[src/hdl/pulse_interval_timecode_decoder_top_defines.svh]
// ---------------------------------------------------------------------------
// Assertion macros for the pulse-interval time-code decoder
// Clocked on clk, disabled while arst_n is low.
// ---------------------------------------------------------------------------
`ifndef PULSE_INTERVAL_TIMECODE_DECODER_TOP_DEFINES_SVH
`define PULSE_INTERVAL_TIMECODE_DECODER_TOP_DEFINES_SVH

// same-cycle implication
`define PITD_ASSERT_IMPL(lbl, ante, cons, msg) \
	lbl: assert property (@(posedge clk) disable iff (!arst_n) (ante) |-> (cons)) \
		else $error(msg);

// next-cycle implication
`define PITD_ASSERT_NEXT(lbl, ante, cons, msg) \
	lbl: assert property (@(posedge clk) disable iff (!arst_n) (ante) |=> (cons)) \
		else $error(msg);

`endif

[src/hdl/pitd_pkg.sv]
// ---------------------------------------------------------------------------
// pitd_pkg
// Shared types and constants of the pulse-interval time-code decoder.
// ---------------------------------------------------------------------------
package pitd_pkg;

	localparam int TS_W    = 64;
	localparam int WORD_W  = 32;
	localparam int BOUND_W = 32;
	localparam int REG_IDX_W = 3;
	localparam int NUM_WIN = 3;

	localparam logic [REG_IDX_W-1:0] REG_ZERO_LOW  = 3'd0;
	localparam logic [REG_IDX_W-1:0] REG_ZERO_HIGH = 3'd1;
	localparam logic [REG_IDX_W-1:0] REG_ONE_LOW   = 3'd2;
	localparam logic [REG_IDX_W-1:0] REG_ONE_HIGH  = 3'd3;
	localparam logic [REG_IDX_W-1:0] REG_SYNC_LOW  = 3'd4;
	localparam logic [REG_IDX_W-1:0] REG_SYNC_HIGH = 3'd5;

	localparam logic [BOUND_W-1:0] RST_ZERO_LOW  = 32'd81420;
	localparam logic [BOUND_W-1:0] RST_ZERO_HIGH = 32'd82420;
	localparam logic [BOUND_W-1:0] RST_ONE_LOW   = 32'd327180;
	localparam logic [BOUND_W-1:0] RST_ONE_HIGH  = 32'd328180;
	localparam logic [BOUND_W-1:0] RST_SYNC_LOW  = 32'd2620940;
	localparam logic [BOUND_W-1:0] RST_SYNC_HIGH = 32'd2621940;

	localparam int WIN_ZERO = 0;
	localparam int WIN_ONE  = 1;
	localparam int WIN_SYNC = 2;

	typedef enum logic [2:0] {
		ST_UNKNOWN = 3'd0,
		ST_SYNC    = 3'd1,
		ST_ZERO1   = 3'd2,
		ST_ZERO2   = 3'd3,
		ST_ONE1    = 3'd4,
		ST_ONE2    = 3'd5
	} dec_state_t;

	typedef struct packed {
		logic [REG_IDX_W-1:0] index;
		logic [BOUND_W-1:0]   value;
	} cfg_t;

	typedef struct packed {
		logic              locked;
		logic              sync_lost;
		logic              word_ready;
		logic [WORD_W-1:0] word_value;
		logic [TS_W-1:0]   word_time;
	} result_t;

	typedef struct packed {
		logic load;
		logic step;
		logic commit;
	} dp_cmd_t;

	typedef struct packed {
		logic all_done;
	} dp_status_t;

endpackage

[src/hdl/pitd_chan_if.sv]
// ---------------------------------------------------------------------------
// pitd_chan_if
// Valid/ready channel carrying one word of a given payload type.
// ---------------------------------------------------------------------------
interface pitd_chan_if #(parameter type payload_t = logic);

	logic     valid;
	logic     ready;
	payload_t data;

	modport source (output valid, output data, input ready);
	modport sink (input valid, input data, output ready);

endinterface

[src/hdl/pulse_interval_timecode_decoder_top.sv]
// ---------------------------------------------------------------------------
// pulse_interval_timecode_decoder_top
// Decodes a pulse-interval time code from a stream of pulse timestamps.
// ---------------------------------------------------------------------------
// pulses  : sink, one 64-bit timestamp per word.
// results : source, one result word per pulse (locked, sync_lost,
//           word_ready, word_value, word_time).
// cfg     : sink, register writes (index 0..5 = zero/one/sync low/high
//           bounds); always ready, indexes beyond the list are dropped.
// A pulse enters the history on acceptance; the controller then walks the
// history one entry per cycle, checking all three windows on a shared
// 64-bit difference, and stops early once every window has decided.
// One pulse is in flight at a time; the next can be accepted the cycle after
// the result is registered, so the walk length, plus any wait at the commit,
// sets how soon the next pulse enters.
// The result register holds a finished word while the receiver stalls; the
// next pulse is accepted and walked meanwhile and waits only at its commit.
// Reset clears history, decoder state, partial word and bit count, and
// loads the default bounds.
// ---------------------------------------------------------------------------
module pulse_interval_timecode_decoder_top import pitd_pkg::*; #(
	parameter int HISTORY_DEPTH = 10,
	parameter int WORD_BITS = 32
) (
	input logic         clk,
	input logic         arst_n,
	pitd_chan_if.sink   pulses,
	pitd_chan_if.source results,
	pitd_chan_if.sink   cfg
);

	localparam int IDX_W = $clog2(HISTORY_DEPTH);

	dp_cmd_t          cmd;
	dp_status_t       status;
	logic [IDX_W-1:0] idx;
	result_t          result;
	cfg_t             cfg_word;
	logic [TS_W-1:0]  pulse_time;

	assign cfg.ready    = 1'b1;
	assign cfg_word     = cfg.data;
	assign pulse_time   = pulses.data;
	assign results.data = result;

	pitd_ctrl #(
		.HISTORY_DEPTH(HISTORY_DEPTH)
	) u_ctrl (
		.clk      (clk),
		.arst_n   (arst_n),
		.in_valid (pulses.valid),
		.in_ready (pulses.ready),
		.out_valid(results.valid),
		.out_ready(results.ready),
		.status   (status),
		.cmd      (cmd),
		.idx      (idx)
	);

	pitd_dp #(
		.HISTORY_DEPTH(HISTORY_DEPTH),
		.WORD_BITS    (WORD_BITS)
	) u_dp (
		.clk       (clk),
		.arst_n    (arst_n),
		.cmd       (cmd),
		.idx       (idx),
		.pulse_time(pulse_time),
		.cfg_we    (cfg.valid),
		.cfg_word  (cfg_word),
		.status    (status),
		.result    (result)
	);

endmodule

[src/hdl/pitd_dp.sv]
// ---------------------------------------------------------------------------
// pitd_dp
// Datapath: pulse history, window walk, decoder state and result register.
// ---------------------------------------------------------------------------
module pitd_dp import pitd_pkg::*; #(
	parameter int HISTORY_DEPTH = 10,
	parameter int WORD_BITS = 32,
	localparam int IDX_W = $clog2(HISTORY_DEPTH),
	localparam int CNT_W = $clog2(WORD_BITS)
) (
	input  logic             clk,
	input  logic             arst_n,
	input  dp_cmd_t          cmd,
	input  logic [IDX_W-1:0] idx,
	input  logic [TS_W-1:0]  pulse_time,
	input  logic             cfg_we,
	input  cfg_t             cfg_word,
	output dp_status_t       status,
	output result_t          result
);

	logic [BOUND_W-1:0] zero_low_q, zero_high_q, one_low_q, one_high_q;
	logic [BOUND_W-1:0] sync_low_q, sync_high_q;
	logic [BOUND_W-1:0] win_lo [NUM_WIN];
	logic [BOUND_W-1:0] win_hi [NUM_WIN];

	logic [TS_W-1:0] hist_q [HISTORY_DEPTH];
	logic [TS_W-1:0] diff;
	logic [NUM_WIN-1:0] done_q, hit_q, done_d, hit_d;

	dec_state_t state_q, state_d;
	logic [WORD_BITS-1:0] part_q, part_d, part_bit;
	logic [CNT_W-1:0] cnt_q, cnt_d;
	logic [WORD_W-1:0] last_word_q, last_word_d;
	logic [TS_W-1:0] last_time_q, last_time_d;
	logic lost, ready, add, bit_val;
	logic h0, h1, hs;
	result_t result_q;

	always_ff @(posedge clk or negedge arst_n) begin
		if (!arst_n) begin
			zero_low_q  <= RST_ZERO_LOW;
			zero_high_q <= RST_ZERO_HIGH;
			one_low_q   <= RST_ONE_LOW;
			one_high_q  <= RST_ONE_HIGH;
			sync_low_q  <= RST_SYNC_LOW;
			sync_high_q <= RST_SYNC_HIGH;
		end else if (cfg_we) begin
			case (cfg_word.index)
				REG_ZERO_LOW:  zero_low_q  <= cfg_word.value;
				REG_ZERO_HIGH: zero_high_q <= cfg_word.value;
				REG_ONE_LOW:   one_low_q   <= cfg_word.value;
				REG_ONE_HIGH:  one_high_q  <= cfg_word.value;
				REG_SYNC_LOW:  sync_low_q  <= cfg_word.value;
				REG_SYNC_HIGH: sync_high_q <= cfg_word.value;
				default: ;
			endcase
		end
	end

	assign win_lo[WIN_ZERO] = zero_low_q;
	assign win_hi[WIN_ZERO] = zero_high_q;
	assign win_lo[WIN_ONE]  = one_low_q;
	assign win_hi[WIN_ONE]  = one_high_q;
	assign win_lo[WIN_SYNC] = sync_low_q;
	assign win_hi[WIN_SYNC] = sync_high_q;

	assign diff = hist_q[0] - hist_q[idx];

	always_comb begin
		done_d = done_q;
		hit_d  = hit_q;
		for (int w = 0; w < NUM_WIN; w++) begin
			if (!done_q[w]) begin
				if (diff[TS_W-1:BOUND_W] != '0 || diff[BOUND_W-1:0] > win_hi[w]) begin
					done_d[w] = 1'b1;
					hit_d[w]  = 1'b0;
				end else if (diff[BOUND_W-1:0] > win_lo[w]) begin
					done_d[w] = 1'b1;
					hit_d[w]  = 1'b1;
				end
			end
		end
	end

	assign status.all_done = &done_d;

	always_ff @(posedge clk or negedge arst_n) begin
		if (!arst_n) begin
			for (int i = 0; i < HISTORY_DEPTH; i++) hist_q[i] <= '0;
			done_q <= '0;
			hit_q  <= '0;
		end else if (cmd.load) begin
			hist_q[0] <= pulse_time;
			for (int i = 1; i < HISTORY_DEPTH; i++) hist_q[i] <= hist_q[i-1];
			done_q <= '0;
			hit_q  <= '0;
		end else if (cmd.step) begin
			done_q <= done_d;
			hit_q  <= hit_d;
		end
	end

	assign h0 = hit_q[WIN_ZERO];
	assign h1 = hit_q[WIN_ONE];
	assign hs = hit_q[WIN_SYNC];

	always_comb begin
		state_d     = state_q;
		part_d      = part_q;
		cnt_d       = cnt_q;
		last_word_d = last_word_q;
		last_time_d = last_time_q;
		lost        = 1'b0;
		ready       = 1'b0;
		add         = 1'b0;
		bit_val     = 1'b0;
		part_bit    = part_q;
		case (state_q)
			ST_UNKNOWN: begin
				if (hs) state_d = ST_SYNC;
			end
			ST_SYNC: begin
				if (h0) state_d = ST_ZERO1;
				else if (h1) state_d = ST_ONE1;
				else if (hs) begin
					part_d = '0;
					cnt_d  = '0;
				end else lost = 1'b1;
			end
			ST_ZERO1: begin
				if (h0) begin
					add     = 1'b1;
					state_d = ST_ZERO2;
				end else lost = 1'b1;
			end
			ST_ONE1: begin
				if (h1) begin
					add     = 1'b1;
					bit_val = 1'b1;
					state_d = ST_ONE2;
				end else lost = 1'b1;
			end
			ST_ZERO2, ST_ONE2: begin
				if (hs) state_d = ST_SYNC;
				else lost = 1'b1;
			end
			default: lost = 1'b1;
		endcase
		if (add) begin
			if (bit_val) part_bit[cnt_q] = 1'b1;
			if (cnt_q == CNT_W'(WORD_BITS - 1)) begin
				last_word_d = WORD_W'(part_bit);
				last_time_d = hist_q[0];
				part_d      = '0;
				cnt_d       = '0;
				ready       = 1'b1;
			end else begin
				part_d = part_bit;
				cnt_d  = cnt_q + CNT_W'(1);
			end
		end
		if (lost) begin
			state_d = ST_UNKNOWN;
			part_d  = '0;
			cnt_d   = '0;
		end
	end

	always_ff @(posedge clk or negedge arst_n) begin
		if (!arst_n) begin
			state_q     <= ST_UNKNOWN;
			part_q      <= '0;
			cnt_q       <= '0;
			last_word_q <= '0;
			last_time_q <= '0;
		end else if (cmd.commit) begin
			state_q     <= state_d;
			part_q      <= part_d;
			cnt_q       <= cnt_d;
			last_word_q <= last_word_d;
			last_time_q <= last_time_d;
		end
	end

	always_ff @(posedge clk) begin
		if (cmd.commit) begin
			result_q.locked     <= (state_d != ST_UNKNOWN);
			result_q.sync_lost  <= lost;
			result_q.word_ready <= ready;
			result_q.word_value <= last_word_d;
			result_q.word_time  <= last_time_d;
		end
	end

	assign result = result_q;

endmodule

[src/hdl/pitd_ctrl.sv]
// ---------------------------------------------------------------------------
// pitd_ctrl
// Controller: input handshake, history walk sequencing, output valid.
// ---------------------------------------------------------------------------
`include "pulse_interval_timecode_decoder_top_defines.svh"

module pitd_ctrl import pitd_pkg::*; #(
	parameter int HISTORY_DEPTH = 10,
	localparam int IDX_W = $clog2(HISTORY_DEPTH)
) (
	input  logic             clk,
	input  logic             arst_n,
	input  logic             in_valid,
	output logic             in_ready,
	output logic             out_valid,
	input  logic             out_ready,
	input  dp_status_t       status,
	output dp_cmd_t          cmd,
	output logic [IDX_W-1:0] idx
);

	localparam logic [IDX_W-1:0] LAST = IDX_W'(HISTORY_DEPTH - 1);

	typedef enum logic [1:0] {
		S_IDLE,
		S_WALK,
		S_UPDATE
	} ctrl_state_t;

	ctrl_state_t state_q;
	logic [IDX_W-1:0] idx_q;
	logic out_valid_q;

	assign in_ready   = (state_q == S_IDLE);
	assign cmd.load   = in_valid && in_ready;
	assign cmd.step   = (state_q == S_WALK);
	assign cmd.commit = (state_q == S_UPDATE) && (!out_valid_q || out_ready);
	assign idx        = idx_q;
	assign out_valid  = out_valid_q;

	always_ff @(posedge clk or negedge arst_n) begin
		if (!arst_n) begin
			state_q     <= S_IDLE;
			idx_q       <= '0;
			out_valid_q <= 1'b0;
		end else begin
			if (cmd.commit) out_valid_q <= 1'b1;
			else if (out_ready) out_valid_q <= 1'b0;
			case (state_q)
				S_IDLE: begin
					if (in_valid) begin
						state_q <= S_WALK;
						idx_q   <= IDX_W'(1);
					end
				end
				S_WALK: begin
					if (idx_q == LAST || status.all_done) state_q <= S_UPDATE;
					else idx_q <= idx_q + IDX_W'(1);
				end
				S_UPDATE: begin
					if (cmd.commit) state_q <= S_IDLE;
				end
				default: state_q <= S_IDLE;
			endcase
		end
	end

	`PITD_ASSERT_NEXT(a_accept_starts_walk, in_valid && in_ready, cmd.step && idx_q == IDX_W'(1), "walk did not start after accept")
	`PITD_ASSERT_NEXT(a_commit_sets_valid, cmd.commit, out_valid_q && in_ready, "commit did not raise output valid")
	`PITD_ASSERT_IMPL(a_walk_index_range, cmd.step, idx_q != '0 && idx_q <= LAST, "walk index out of range")

endmodule

[src/flat_wrapper.sv]
// flat-port wrapper written by rule: the top's interface ports become plain ports
module pulse_interval_timecode_decoder_top_flat import pitd_pkg::*;
#(
	parameter int HISTORY_DEPTH = 10,
	parameter int WORD_BITS = 32
)
  (clk, arst_n, pulses_valid, pulses_data, pulses_ready, results_valid, results_data, results_ready, cfg_valid, cfg_data, cfg_ready);
  pitd_chan_if #(.payload_t(logic [TS_W-1:0])) pulses_i ();
  pitd_chan_if #(.payload_t(result_t)) results_i ();
  pitd_chan_if #(.payload_t(cfg_t)) cfg_i ();
  input logic clk;
  input logic arst_n;
  input wire logic [$bits(pulses_i.valid)-1:0] pulses_valid;
  input wire logic [$bits(pulses_i.data)-1:0] pulses_data;
  output wire logic [$bits(pulses_i.ready)-1:0] pulses_ready;
  output wire logic [$bits(results_i.valid)-1:0] results_valid;
  output wire logic [$bits(results_i.data)-1:0] results_data;
  input wire logic [$bits(results_i.ready)-1:0] results_ready;
  input wire logic [$bits(cfg_i.valid)-1:0] cfg_valid;
  input wire logic [$bits(cfg_i.data)-1:0] cfg_data;
  output wire logic [$bits(cfg_i.ready)-1:0] cfg_ready;
  assign pulses_i.valid = pulses_valid;
  assign pulses_i.data = pulses_data;
  assign pulses_ready = pulses_i.ready;
  assign results_valid = results_i.valid;
  assign results_data = results_i.data;
  assign results_i.ready = results_ready;
  assign cfg_i.valid = cfg_valid;
  assign cfg_i.data = cfg_data;
  assign cfg_ready = cfg_i.ready;
  pulse_interval_timecode_decoder_top #(.HISTORY_DEPTH(HISTORY_DEPTH), .WORD_BITS(WORD_BITS)) u_core (.clk(clk), .arst_n(arst_n), .pulses(pulses_i), .results(results_i), .cfg(cfg_i));
endmodule
[config.mk]
export PLATFORM = sky130hd
export DESIGN_NAME = pulse_interval_timecode_decoder_top_flat
export DESIGN_NICKNAME = d
export VERILOG_FILES = /design/src/hdl/pitd_pkg.sv /design/src/hdl/pitd_chan_if.sv /design/src/hdl/pulse_interval_timecode_decoder_top.sv /design/src/hdl/pitd_dp.sv /design/src/hdl/pitd_ctrl.sv /design/src/flat_wrapper.sv
export VERILOG_INCLUDE_DIRS = /design/src /design/src/hdl
export SDC_FILE = /design/constraint.sdc
export NUM_CORES = 2
export LEC_CHECK = 0
export BUFFER_PORTS_ARGS = -buffer_cell sky130_fd_sc_hd__buf_2
export CAP_MARGIN = 0
export CORE_UTILIZATION = 62
export CTS_BUF_LIST = sky130_fd_sc_hd__clkbuf_4 sky130_fd_sc_hd__clkbuf_8
export CTS_CLUSTER_SIZE = 20
export DETAILED_ROUTE_END_ITERATION = 7
export GPL_ROUTABILITY_DRIVEN = 0
export PLACE_DENSITY = 0.91
export SLEW_MARGIN = 30
export SYNTH_ARGS = -nofsm -noshare
export SYNTH_HDL_FRONTEND = slang
export SYNTH_SLANG_ARGS = --single-unit
[constraint.sdc]
create_clock -name clk -period 11.12 [get_ports clk]
set_input_delay 1.112 -clock clk [delete_from_list [all_inputs] [get_ports clk]]
set_output_delay 1.112 -clock clk [all_outputs]
set_load 0.02 [all_outputs]
==> impl_metrics.csv <==
group,metric,value,unit
run_status,status,"complete, no violations",
finish,nFillCells,5681,
finish,nNetsFinal,6350,
synth,synth_top_area_share,0.421,
clock_tree,cts_resized,0,
synth,synth_seq_cells,1080,
hold_path,hold_class,"input port to asynchronous set/reset pin",
setup_path,cp_max_fo,31,
placement,io_buffers,204,
setup_path,cp.required,11.85,ns
synth,synth_top_cell_by_area,"dfrtp_1",
setup_path,path_depth,26,
routing,wl_per_cell,21.0,microns
floorplan,dieArea,89900,sq um
floorplan,die_w,300,microns
routing,drt_wl_total,153000,microns
routing,detail_route.first_pass.iterations,7,
setup_path,reg2reg_depth,26,
routing,antenna_left,0,
sta,final.setup.tns,0,ns
placement,dp_hpwl,96600,microns
floorplan,die_h,300,microns
setup_path,endpoint_kind,"flop",
floorplan,core_area,87300,sq um
placement,place_area,56800,sq um
synth,syn_nets,6245,
setup_path,cpMostUsedCell,"nor2_1",
synth,synthCells,5876,
setup_path,crit_buf_inv,1,
sta,setup_viol,0,
synth,synth.avg_cell_area,9.36,sq um
sta,fmaxAchievable,0.110,GHz
sta,finalHoldViolCount,0,
routing,num_vias,46000,
sta,timing.final.crit_share,0.816,
sta,hold_ws,0.265,ns
global_route,grt_pass1_wl,241000,microns
global_route,grt_pass1_vias,45800,
sta,rsz0062_at_grt,"no",
clock_tree,ctsHoldBuffers,0,
sta,fin_worst_skew,0.0577,ns
synth,ys_seq_area_frac,0.502,
sta,period_minus_slack,9.07,ns
clock_tree,cts-root-buf,"clkbuf_8",
finish,syn2layout_area_growth,10.6,%
synth,yosysWarnings,0,
clock_tree,cts.htree.levels,4,
setup_path,slowest_stage,"nand3_2",
global_route,grt_usage,0.337,
global_route,antenna_found_initial,6,
routing,first_iter_violations,6526,
setup_path,path_delay_family,"simple AND/OR/NAND/NOR gates",
routing,via_per_inst,6.31,
synth,synth_cell_type_count,88,
synth,synthArstFlopShare,0.908,
finish,drive_gt1_frac,0.154,
setup_path,start_kind,"flop",
clock_tree,cts.sinks,1080,
routing,drc,0,
clock_tree,clkTransAtPathRegs,0.07,ns
clock_tree,cts_buffers,171,
clock_tree,cts_tree,"done",
sta,max_slew_margin,0.260,
synth,synth_area,55000,sq um
clock_tree,cts.path.max_buffers,3,
setup_path,crit_arrival,9.81,ns
synth,synth_enable_flop_cells,99,
setup_path,crit_path_max_incr_delay,0.84,ns
run,maxCapViolCount,0,
floorplan,initial_utilization,0.630,
global_route,grt_max_degree,257,
sta,slew_viol_final,0,
floorplan,rows,108,
floorplan,ioPinCount,206,
synth,ys.flop_type,"dfrtp_1",
clock_tree,worstSkewPairLatency,0.89,ns
sta,worst_pin_slew,1.10,ns
setup_path,crit_type,"flop to flop",
global_route,overflow,0,
synth,synthTopCellsByArea,"dfrtp_1 42%, nand2_1 16%, ha_1 6.0%, edfxtp_1 5.4%, mux4_2 5.2%",
finish,final_area,60800,sq um
clock_tree,cts_setup_buffers,0,
stage by stage:
stage               std cells  setup slack [ns]   util
global placement         6955              2.70  0.649
floorplan                5876              3.11      -
CTS                      7267              2.43  0.694
global route             7274              1.85  0.696
finish                   7281              2.05  0.697
detailed placement       6957              2.50  0.650
cell usage after synthesis (all sizes together) (35+ instances only):
library cell	n
a21oi	234
buf	49
clkbuf	269
dfrtp	926
dfstp	55
edfxtp	99
ha	264
inv	218
mux2	168
mux2i	136
mux4	128
nand2	2362
nand3	35
nand4	62
nor2	175
nor3	42
o21ai	255
o22a	64
worst register-to-register path, cell delays in order (launching register included):
cell and delay, ns:
dfrtp_1 0.46, inv_4 0.51, nand3_2 0.85, o22a_1 0.53, ha_1 0.32, and2_1 0.17
a221oi_1 0.36, a21oi_1 0.21, or3_1 0.47, a21o_1 0.20, a21oi_1 0.28, nor2_1 0.09
nor2_1 0.21, o21bai_1 0.11, xor2_1 0.67, ha_1 0.42, nand2_1 0.09, nor2_1 0.05
a211oi_1 0.31, o21ai_0 0.20, or4_1 0.52, a2bb2oi_1 0.17, or3_1 0.41, a31oi_1 0.16
or3b_1 0.51, o21ai_0 0.46, o221ai_1 0.19
worst paths after layout:
kind	startpoint	endpoint	slack, ns
worst max-delay path	u_core.u_ctrl.idx[2]$_DFFE_PN0P_	u_core.u_ctrl.idx[3]$_DFFE_PN0P_	2.05
worst min-delay path	arst_n	u_core.u_dp.sync_low_q[1]$_DFFE_PN0P_	0.26
worst max register to register	u_core.u_ctrl.idx[2]$_DFFE_PN0P_	u_core.u_ctrl.idx[3]$_DFFE_PN0P_	2.05
worst min register to register	u_core.u_dp.hist_q[171]$_DFFE_PN0P_	u_core.u_dp.hist_q[107]$_DFFE_PN0P_	0.47
max in group asynchronous	arst_n	u_core.u_dp.hist_q[351]$_DFFE_PN0P_	8.45
min in group clk	pulses_data[20]	u_core.u_dp.hist_q[596]$_DFFE_PN0P_	0.41
per-layer routing:
layer / GRT usage / share of wire
met2: 0.521 / 0.46
met4: 0.198 / 0.064
met1: 0.428 / 0.37
met3: 0.0950 / 0.11
met5: 0 / 0.00018
cells in the final DEF (no fill, tap or decap), types with 15 or more instances in the layout:
cell / count
a211oi_1: 25
a21o_1: 20
a21oi_1: 234
buf_2: 203
buf_4: 28
clkbuf_4: 59
clkbuf_8: 215
clkinv_2: 15
dfrtp_1: 923
dfstp_2: 55
edfxtp_1: 99
ha_1: 264
inv_1: 216
mux2_2: 168
mux2i_1: 136
mux4_2: 128
nand2_1: 2361
nand2b_1: 17
nand3_1: 34
nand4_1: 61
nor2_1: 174
nor2b_1: 15
nor3_1: 40
o211ai_1: 15
o21a_1: 16
o21ai_0: 250
o22a_1: 64
xnor2_1: 19
xor2_1: 19
registers in the layout (all words and copies together), names as in the netlist, 3 cells and up:
register	count
u_core.u_dp.sync_low_q	32
u_core.u_dp.zero_low_q	32
u_core.u_dp.result	99
u_core.u_dp.last_time_q	64
u_core.u_dp.zero_high_q	32
u_core.u_dp.part_q	32
u_core.u_dp.last_word_q	32
u_core.u_dp.state_q	3
u_core.u_dp.one_low_q	32
u_core.u_dp.cnt_q	5
u_core.u_dp.hit_q	3
u_core.u_dp.sync_high_q	32
u_core.u_dp.hist_q	640
u_core.u_dp.one_high_q	32
u_core.u_ctrl.idx	4
u_core.u_dp.done_q	3
kinds of logic after synthesis:
group	Yosys count	synth area share
AO/OA/AOI/OAI	733	0.0811
XOR/XNOR	43	0.00685
adder cells (fa/ha/maj)	265	0.0604
buffers and inverters	536	0.0369
flip-flops	1080	0.502
multiplexers	432	0.112
other	1	0.0000682
AND/OR/NAND/NOR	2786	0.201
final cells by class:
cell class / count / area, sq um / area share
Sequential cell: 1080 / 27600 / 0.454
Clock buffer: 274 / 3400 / 0.0560
Multi-Input combinational cell: 4260 / 25500 / 0.419
Clock inverter: 36 / 415 / 0.00683
Tap cell: 1155 / 1450 / 0.0238
Antenna cell: 8 / 20.0 / 0.000329
Timing Repair Buffer: 250 / 1620 / 0.0266
Inverter: 218 / 828 / 0.0136
Power is not shown: default switching activity piles up to over one toggle a cycle in this logic, so the estimate is an artifact.
